## src/hdl/rrtm_pkg.sv

```systemverilog
// Package for the reading ring tolerance match block: types, codes and reset values.
package rrtm_pkg;

  // Default ring depth.
  localparam int DEPTH_DEF = 16;

  // Register reset values.
  localparam logic [15:0] TIME_WINDOW_RST = 16'd100;
  localparam logic [15:0] HEIGHT_TOL_RST  = 16'd300;

  // Configuration port.
  localparam int CFG_IDX_W  = 2;
  localparam int CFG_DATA_W = 16;
  localparam logic [CFG_IDX_W-1:0] CFG_TIME_WINDOW = 2'd0;
  localparam logic [CFG_IDX_W-1:0] CFG_HEIGHT_TOL  = 2'd1;

  // Command codes.
  localparam logic CMD_RECORD = 1'b0;
  localparam logic CMD_QUERY  = 1'b1;

  // Input beat.
  typedef struct packed {
    logic        command;
    logic [15:0] height;
    logic [31:0] stamp;
    logic [7:0]  x_pos;
    logic [7:0]  y_pos;
  } in_t;

  // Result beat.
  typedef struct packed {
    logic        found;
    logic [15:0] matched_height;
    logic [31:0] matched_stamp;
  } out_t;

  // One stored reading.
  typedef struct packed {
    logic [15:0] height;
    logic [31:0] stamp;
    logic [7:0]  x_pos;
    logic [7:0]  y_pos;
  } slot_t;

  // Sequencer states.
  typedef enum logic [1:0] {
    ST_IDLE,
    ST_SCAN,
    ST_DONE
  } state_t;

endpackage

```

## src/hdl/reading_ring_tolerance_match_top.sv

```systemverilog
// Top level of the reading ring tolerance match block: ring memory and scan sequencer.
//
// Usage:
//   The input channel (in_valid, in_stall, in_data) carries one command per beat.
//   A record beat writes its reading into the ring slot at the write pointer,
//   overwriting the oldest reading once all DEPTH slots are filled, and gives
//   no result.
//   A query beat scans the valid slots from slot 0 upward through the one-port
//   ring memory, one slot read per cycle, and stops at the first slot with equal
//   x and y, a stamp within time_window and a height within height_tolerance.
//   A query returns one result beat (found, matched_height, matched_stamp) on the
//   output channel; the input stays stalled from the query's acceptance until its
//   result is loaded into the output register. The output register holds a
//   finished result while out_stall is high; the block still takes new beats then,
//   and a later query waits for the register to free. Configuration (cfg_we,
//   cfg_idx, cfg_wdata) is to be written by the user only while the block is idle;
//   the block itself does not enforce this. Synchronous reset (rst_n low) empties
//   the ring, zeroes the write pointer and restores the register defaults; ring
//   memory contents are not cleared.
module reading_ring_tolerance_match_top #(
  parameter int DEPTH = rrtm_pkg::DEPTH_DEF
) (
  input  logic                            clk,
  input  logic                            rst_n,
  input  logic                            in_valid,
  output logic                            in_stall,
  input  rrtm_pkg::in_t                   in_data,
  output logic                            out_valid,
  input  logic                            out_stall,
  output rrtm_pkg::out_t                  out_data,
  input  logic                            cfg_we,
  input  logic [rrtm_pkg::CFG_IDX_W-1:0]  cfg_idx,
  input  logic [rrtm_pkg::CFG_DATA_W-1:0] cfg_wdata
);
  import rrtm_pkg::*;

  localparam int AW = (DEPTH > 1) ? $clog2(DEPTH) : 1;
  localparam int CW = $clog2(DEPTH + 1);
  localparam logic [CW-1:0] FULL     = CW'(DEPTH);
  localparam logic [AW-1:0] LAST_IDX = AW'(DEPTH - 1);

  // Control registers.
  state_t         state_r, state_nxt;
  logic [AW-1:0]  wp_r, wp_nxt;
  logic [CW-1:0]  fill_r, fill_nxt;
  logic [CW-1:0]  issue_r, issue_nxt;
  logic           cmp_vld_r, cmp_vld_nxt;
  logic           cmp_last_r, cmp_last_nxt;
  logic           out_valid_r, out_valid_nxt;
  logic [15:0]    tw_r, tw_nxt;
  logic [15:0]    ht_r, ht_nxt;

  // Payload registers.
  in_t            qry_r, qry_nxt;
  out_t           res_r, res_nxt;
  out_t           out_data_r, out_data_nxt;

  // Ring memory.
  slot_t          ring_mem [DEPTH];
  slot_t          rd_data_r;
  logic           rd_en;
  logic [AW-1:0]  rd_addr;
  logic           wr_en;

  logic           in_acc;
  logic           out_load;
  logic [31:0]    stamp_diff;
  logic [15:0]    height_diff;
  logic           hit;

  assign in_stall  = (state_r != ST_IDLE);
  assign in_acc    = in_valid && !in_stall;
  assign wr_en     = in_acc && (in_data.command == CMD_RECORD);
  assign out_valid = out_valid_r;
  assign out_data  = out_data_r;

  // Memory write and registered read.
  always_ff @(posedge clk) begin
    if (wr_en) begin
      ring_mem[wp_r] <= '{height: in_data.height, stamp: in_data.stamp,
                          x_pos: in_data.x_pos, y_pos: in_data.y_pos};
    end
    if (rd_en) begin
      rd_data_r <= ring_mem[rd_addr];
    end
  end

  // Match test on the slot read in the previous cycle.
  always_comb begin
    stamp_diff  = (rd_data_r.stamp >= qry_r.stamp) ? (rd_data_r.stamp - qry_r.stamp)
                                                    : (qry_r.stamp - rd_data_r.stamp);
    height_diff = (rd_data_r.height >= qry_r.height) ? (rd_data_r.height - qry_r.height)
                                                      : (qry_r.height - rd_data_r.height);
    hit = (rd_data_r.x_pos == qry_r.x_pos) && (rd_data_r.y_pos == qry_r.y_pos) &&
          (stamp_diff <= {16'd0, tw_r}) && (height_diff <= ht_r);
  end

  // Configuration writes.
  always_comb begin
    tw_nxt = tw_r;
    ht_nxt = ht_r;
    if (cfg_we) begin
      case (cfg_idx)
        CFG_TIME_WINDOW: tw_nxt = cfg_wdata;
        CFG_HEIGHT_TOL:  ht_nxt = cfg_wdata;
        default: ;
      endcase
    end
  end

  // Sequencer: next state and outputs.
  always_comb begin
    state_nxt    = state_r;
    wp_nxt       = wp_r;
    fill_nxt     = fill_r;
    issue_nxt    = issue_r;
    cmp_vld_nxt  = 1'b0;
    cmp_last_nxt = cmp_last_r;
    qry_nxt      = qry_r;
    res_nxt      = res_r;
    rd_en        = 1'b0;
    rd_addr      = issue_r[AW-1:0];
    out_load     = 1'b0;
    case (state_r)
      ST_IDLE: begin
        if (in_acc) begin
          if (in_data.command == CMD_RECORD) begin
            wp_nxt = (wp_r == LAST_IDX) ? '0 : wp_r + 1'b1;
            if (fill_r != FULL) begin
              fill_nxt = fill_r + 1'b1;
            end
          end else begin
            qry_nxt   = in_data;
            issue_nxt = '0;
            res_nxt   = '0;
            state_nxt = (fill_r == '0) ? ST_DONE : ST_SCAN;
          end
        end
      end
      ST_SCAN: begin
        // Issue the next slot read while slots remain.
        if (issue_r < fill_r) begin
          rd_en        = 1'b1;
          issue_nxt    = issue_r + 1'b1;
          cmp_vld_nxt  = 1'b1;
          cmp_last_nxt = ((issue_r + 1'b1) == fill_r);
        end
        // Judge the slot read in the previous cycle.
        if (cmp_vld_r) begin
          if (hit) begin
            res_nxt     = '{found: 1'b1, matched_height: rd_data_r.height,
                            matched_stamp: rd_data_r.stamp};
            cmp_vld_nxt = 1'b0;
            state_nxt   = ST_DONE;
          end else if (cmp_last_r) begin
            cmp_vld_nxt = 1'b0;
            state_nxt   = ST_DONE;
          end
        end
      end
      ST_DONE: begin
        // Hand the result over once the output register is free.
        if (!out_valid_r || !out_stall) begin
          out_load  = 1'b1;
          state_nxt = ST_IDLE;
        end
      end
      default: begin
        state_nxt = ST_IDLE;
      end
    endcase
  end

  // Output register.
  always_comb begin
    out_valid_nxt = out_load || (out_valid_r && out_stall);
    out_data_nxt  = out_load ? res_r : out_data_r;
  end

  // Control state with reset.
  always_ff @(posedge clk) begin
    if (!rst_n) begin
      state_r     <= ST_IDLE;
      wp_r        <= '0;
      fill_r      <= '0;
      issue_r     <= '0;
      cmp_vld_r   <= 1'b0;
      cmp_last_r  <= 1'b0;
      out_valid_r <= 1'b0;
      tw_r        <= TIME_WINDOW_RST;
      ht_r        <= HEIGHT_TOL_RST;
    end else begin
      state_r     <= state_nxt;
      wp_r        <= wp_nxt;
      fill_r      <= fill_nxt;
      issue_r     <= issue_nxt;
      cmp_vld_r   <= cmp_vld_nxt;
      cmp_last_r  <= cmp_last_nxt;
      out_valid_r <= out_valid_nxt;
      tw_r        <= tw_nxt;
      ht_r        <= ht_nxt;
    end
  end

  // Payload registers.
  always_ff @(posedge clk) begin
    qry_r      <= qry_nxt;
    res_r      <= res_nxt;
    out_data_r <= out_data_nxt;
  end

endmodule

```

## config.mk

```make
export PLATFORM = sky130hd
export DESIGN_NAME = reading_ring_tolerance_match_top
export DESIGN_NICKNAME = d
export VERILOG_FILES = /design/src/hdl/rrtm_pkg.sv /design/src/hdl/reading_ring_tolerance_match_top.sv
export SDC_FILE = /design/constraint.sdc
export NUM_CORES = 1
export LEC_CHECK = 0
export ABC_CLOCK_PERIOD_IN_PS = 10050
export BUFFER_PORTS_ARGS = -buffer_cell sky130_fd_sc_hd__buf_2
export CAP_MARGIN = 20
export CORE_ASPECT_RATIO = 0.9
export CORE_MARGIN = 3
export CORE_UTILIZATION = 35
export DETAILED_ROUTE_END_ITERATION = 10
export GPL_TIMING_DRIVEN = 0
export PLACE_DENSITY_LB_ADDON = 0.12
export RECOVER_POWER = 25
export REMOVE_ABC_BUFFERS = 1
export SYNTH_ARGS = -nofsm -noshare
export SYNTH_HDL_FRONTEND = slang
export SYNTH_SLANG_ARGS = --single-unit
```

## constraint.sdc

```tcl
create_clock -name clk -period 10.05 [get_ports clk]
set_clock_uncertainty 0.05 [all_clocks]
set_input_delay 2.01 -clock clk [delete_from_list [all_inputs] [get_ports clk]]
set_output_delay 2.01 -clock clk [all_outputs]
set_load 0.01 [all_outputs]
```

Yosys cells after proc, flatten, opt, wreduce, memory -nomap -nowiden

Memories as Yosys holds them, arrays and structs flattened. A register that Yosys moved wholly into a read port is not among the register bits.
Cells that the tools add are included.

Bits in writable memories: 1,024
Register bits: 213
Output and inout bits: 51
Logic and storage cells: 103
Input port bits: 88
Latch bits: 0
Memories kept: 1
ROM bits: 0

Memories:

| name     | words | bits a word | rd ports | clocked after Yosys merged registers in | wr ports | line                                   | source |
|---|---|---|---|---|---|---|---|
| ring_mem | 16    | 64          | 1        | 1                                       | 1        | reading_ring_tolerance_match_top.sv:59 | `slot_t ring_mem [DEPTH];` |

$lt $le $gt $ge: 5
Mux-type cells: 29
$mul: 0
Shifts and indexed selects: 0
Divide/modulo/power cells: 0
Reduce and logical (&&, ||, !) cells: 26
Bitwise logic cells: 1
Equality and inequality tests: 15
$add $sub $neg: 7

Operators with widths:

| cell                  | count |
|---|---|
| $mux W49              | 4 |
| $pmux W49 S2          | 1 |
| $sub A32 B32 Y32      | 2 |
| $ge A32 B32 Y1        | 1 |
| $le A32 B16 Y1        | 1 |
| $mux W32              | 1 |
| $sub A16 B16 Y16      | 2 |
| $eq A8 B8 Y1          | 2 |
| $ge A16 B16 Y1        | 1 |
| $le A16 B16 Y1        | 1 |
| $mux W16              | 1 |
| $mux W5               | 3 |
| $mux W2               | 7 |
| $ne A2 B2 Y1 const B  | 6 |
| $add A5 B1 Y5 const B | 2 |
| $pmux W5 S2           | 1 |
| $reduce_and A5 Y1     | 2 |
| $mux W1               | 9 |
| $reduce_and A2 Y1     | 4 |
| $reduce_and A4 Y1     | 2 |
| $logic_and A1 B1 Y1   | 6 |
| $pmux W2 S3           | 1 |
| $reduce_and A3 Y1     | 2 |
| $eq A5 B5 Y1          | 1 |
| other kinds (14)      | 20 |

Depth between registers and ports, before layout

Depth in word-level cells: 8
Mapped depth: 26
Gate-level depth less buffers: 25

Least setup slack after synthesis

No wires, ideal clock.

Kind: register -> register
Start: register issue_r[0]
End: register issue_r[4]
Path buffers: 3
Path slack: 1.643 ns
Period minus slack after synthesis: 8.407 ns
Arrival time: 8.227 ns
Stages on the path, launching flop included: 15
Cell sequence: dfxtp_1 -> clkbuf_1 -> buf_1 -> clkbuf_1 -> inv_1 -> ha_1 -> nor2b_1 -> o21a_1 -> o21ai_0 -> nand2b_1 -> a211oi_1 -> nor2_1 -> a21o_1 -> a22oi_1 -> nor2b_1

Longest elaborated chain between the ends: 3
Elaborated cells on any way between the ends: 6
Those cells by class: add/sub: 1; order compare: 1; eq/ne: 1; mux: 2; reduce/logical: 1

Ends and longest elaborated chain:

| item                                             | line                                                                             | source |
|---|---|---|
| from (decl)                                      | reading_ring_tolerance_match_top.sv:46                                           | `logic [CW-1:0] issue_r, issue_nxt;` |
| from (signal assigned)                           | reading_ring_tolerance_match_top.sv:196                                          | `issue_r <= issue_nxt;` |
| $add A5 B1 Y5 or $lt A5 B5 Y1 (tied branches)    | reading_ring_tolerance_match_top.sv:144, reading_ring_tolerance_match_top.sv:142 |  |
| $mux W5 or $ne A2 B2 Y1 (tied branches)          | -                                                                                |  |
| $pmux W5 S2 or $reduce_and A4 Y1 (tied branches) | -                                                                                |  |

Several ways; a longest one is shown, not always the timed one. The select of a mux whose other input is x is not followed.
A chain may end at the register's enable or synchronous reset.

Worst setup path in the final report

Start: register, netlist name rd_data_r[54]
End: register res_r[8] (netlist name), enable pin

Longest elaborated chain between the ends: 6
Elaborated cells on any way between the ends: 8
Those cells by class: add/sub: 2; order compare: 2; eq/ne: 1; mux: 1; reduce/logical: 2

Ends and longest elaborated chain:

| item                                     | line                                    | source |
|---|---|---|
| $sub A16 B16 Y16 (tied with other cells) | reading_ring_tolerance_match_top.sv:93  | `: (qry_r.height - rd_data_r.height);` |
| $mux W16 (*)                             | reading_ring_tolerance_match_top.sv:92  | `height_diff = (rd_data_r.height >= qry_r.height) ? (rd_data_r.height - qry_r.height)` |
| $le A16 B16 Y1 (*)                       | reading_ring_tolerance_match_top.sv:95  | `(stamp_diff <= {16'd0, tw_r}) && (height_diff <= ht_r);` |
| $logic_and A1 B1 Y1 (*)                  | reading_ring_tolerance_match_top.sv:95  |  |
| $ne A2 B2 Y1 (no source line) (*)        | -                                       |  |
| $reduce_and A5 Y1 (no source line) (*)   | -                                       |  |
| to (signal assigned)                     | reading_ring_tolerance_match_top.sv:208 | `res_r <= res_nxt;` |
| to (decl)                                | reading_ring_tolerance_match_top.sv:55  | `out_t res_r, res_nxt;` |

Every way passes the cells marked *; elsewhere a longest branch is shown, timed or not.

==> results.yml <==
global_route:
  antenna_found_initial: 13
  grt_max_degree: 54
  grt_pass1_vias: 29300
  grt_pass1_wl_um: 202000
  globalRouteOverflowTotal: 0
  grt_usage_pct: 17.6
power:
  power.total_mw: 12.2
  vdd_drop_max_mv: 0.166
  leakagePower_nw: 20.5
  power_density_nw_per_um2: 193
timing:
  rsz0062_at_grt: "no"
  hold_ws_ns: 0.366
  fmax_mhz: 128
  relSlewSlack_pct: -106
  finalCriticalPeriod_ns: 7.83
  worst_pin_slew_ns: 3.09
  finalHoldViolCount: 0
  period_share_pct: 77.9
  finalWorstSetupSlack_ns: 2.22
  drv_slew: 52
  fin_setup_tns_ns: 0
  setup_viol: 0
logic_synthesis:
  ys_seq_area_share_pct: 71.6
  yosysMostFrequentCell: "edfxtp_1"
  synth_ff_type: "edfxtp_1"
  async_flop_share_pct: 0
  synthTopCellsByCount: "edfxtp_1 (1250), mux4_2 (320), inv_1 (150)"
  synth_area_um2: 53900
  synth_top_area_share_pct: 69.7
  synth_area_leaders: "edfxtp_1 (70%), mux4_2 (13%), ha_1 (3.2%)"
  ys_warn_count: 0
  ys_ff_latch: 1301
  syn_inst: 2915
  yosys.area.top_type: "edfxtp_1"
  syn-mean-instance-area_um2: 18.5
  synth_cell_types: 73
  synth_edf_count: 1250
cells_and_area:
  layout-drive-gt1-share_pct: 23.2
  final_cells: 5287
  postLayoutCoreUtil_pct: 41.7
  postLayoutCellArea_um2: 63200
  fill_cells: 13400
  nNetsFinal: 3409
  syn2layout_area_growth_pct: 17.4
clock_tree:
  postCtsHoldBufs: 0
  cts_buffers: 140
  clock_path_buffers: 3
  cts_tree: "built"
  cts-root-buf: "clkbuf_16"
  ctsHtreeMaxLevel: 4
  postCtsSetupBuffers: 0
  postCtsResizedCells: 0
  cts_num_sinks: 1301
  path_clk_slew_ns: 0.06
  clk_latency_ns: 0.78
routing:
  wl_per_cell_um: 26.3
  drt_first_pass_iters: 7
  drtIter0Drc: 2358
  vias_per_cell: 5.25
  ant_nets: 0
  vias: 27800
  wirelength_um: 139000
  drc_errors: 0
place:
  gp_congestion: 0.841
  post-place-ws_ns: 2.03
  hpwl_um: 92600
  dpl-instance-area_um2: 58800
  io_buffers: 138
  dp_cells: 5023
worst_setup_path:
  cp-end-kind: "register"
  slowest_stage: "a31o_4"
  crit_chain: "ha_1, nand2_1, o21ai_0, o21bai_1, a21oi_2, buf_8, mux2i_1, nand4_1, a22o_1, o311ai_0, xor2_1, ha_1, nand4_1, nor2_1, inv_1, nor4_1, a31oi_1, a211oi_1, o21ai_0, or4_4, nor4_4, a31o_4, buf_12"
  critPathArrivalTime_ns: 8.23
  cp_max_fo: 31
  startpoint_type: "register"
  critPathKind: "register to register"
  worst_path_largest_cell_delay_ns: 0.59
  required_ns: 10.44
floorplan:
  dieArea_um2: 159000
  core_area_um2: 152000
  num_rows: 135
  pin_count: 139
  die_h_um: 378
  die_x_um: 420
  initial_core_util_pct: 35.5
run_status:
  violations: "max-capacitance violations, max-slew violations"
  outcome: "complete, but fails checks"
flow_run:
  max-cap-violations: 1
hold_path:
  hp-class: "register to register"
[state kept, by name, summed over array words and instances (netlist names), 2 cells and up]
signal / count
issue_r: 5
ht_r: 16
out_data: 49
ring_mem: 1024
tw_r: 16
fill_r: 5
res_r: 49
state_r: 2
wp_r: 4
qry_r: 64
rd_data_r: 64
[final cells by class]
cell class	count	area, µm²	area share (%)
flip-flops and latches	1301	38600	61.0
multi-input cells	1330	14400	22.7
clock buffers	182	3750	5.92
repair buffers	255	2740	4.33
well taps	1986	2480	3.93
clock inverters	73	714	1.13
inverters	151	567	0.896
diodes	9	22.5	0.0356
[where the power goes]
group / total (mW) / switching (mW) / internal, mW / leakage (nW)
clock: 5.02 / 2.13 / 2.88 / 2.16
combinational: 0.988 / 0.614 / 0.374 / 6.59
sequential: 6.19 / 0.0579 / 6.13 / 11.7
total: 12.2 / 2.80 / 9.39 / 20.5
[logic make-up after synthesis]
| logic type | after synthesis | synth area share, % |
|---|---|---|
| xor gates and xnor gates | 72 | 1.17 |
| and+or+nand+nor | 396 | 3.49 |
| DFF | 1301 | 71.6 |
| muxes | 354 | 14.0 |
| adders and majority gates | 142 | 3.35 |
| buffers and inverters | 284 | 2.02 |
| AOI/OAI and AO/OA | 366 | 4.36 |
[worst max-delay path: cells and delay by family, from the launching register on]
kind,cells,cell delay (ns)
AO/OA/AOI/OAI,9,3.07
XOR/XNOR,1,0.16
adder cells (fa/ha/maj),2,0.80
buffers and inverters,3,0.60
flip-flops,1,0.40
multiplexers,1,0.41
AND/OR/NAND/NOR,7,1.92
[layout by cell type, fill, tap and decap left out, types with 27 or more instances in the layout]
cell type / synthesis / final
a21o_1: 42 / 42
clkbuf_1: 90 / 81
clkbuf_16: 0 / 144
buf_6: 1 / 43
clkinv_1: 1 / 29
a21oi_1: 114 / 112
nor2_1: 111 / 99
xnor2_1: 51 / 51
mux2i_1: 27 / 27
buf_2: 13 / 96
inv_1: 150 / 150
o21ai_0: 72 / 72
a21boi_0: 30 / 30
nand4_1: 35 / 35
nand2_1: 136 / 136
mux4_2: 320 / 320
ha_1: 138 / 138
buf_12: 0 / 40
edfxtp_1: 1250 / 1250
dfxtp_1: 51 / 47
[layer usage]
layer / track usage [%] / share of wire (%) / up-vias / routed length [µm]
li1: - / - / 12200 / -
met1: 23.3 / 43 / 14600 / 59500
met2: 30.0 / 50 / 722 / 69700
met3: 3.06 / 4.6 / 204 / 6440
met4: 5.02 / 2.4 / 6 / 3310
met5: 0 / 0.030 / - / 42
[worst paths after layout]
kind	from	slack [ns]	end	depth (start not counted)
worst max register to register	rd_data_r[54]	2.22	res_r[8]	23
worst max-delay path	rd_data_r[54]	2.22	res_r[8]	23
worst min register to register	res_r[46]	0.37	out_data[46]	0
worst min-delay path	res_r[46]	0.37	out_data[46]	0
Power figures use the tool's default switching activity.
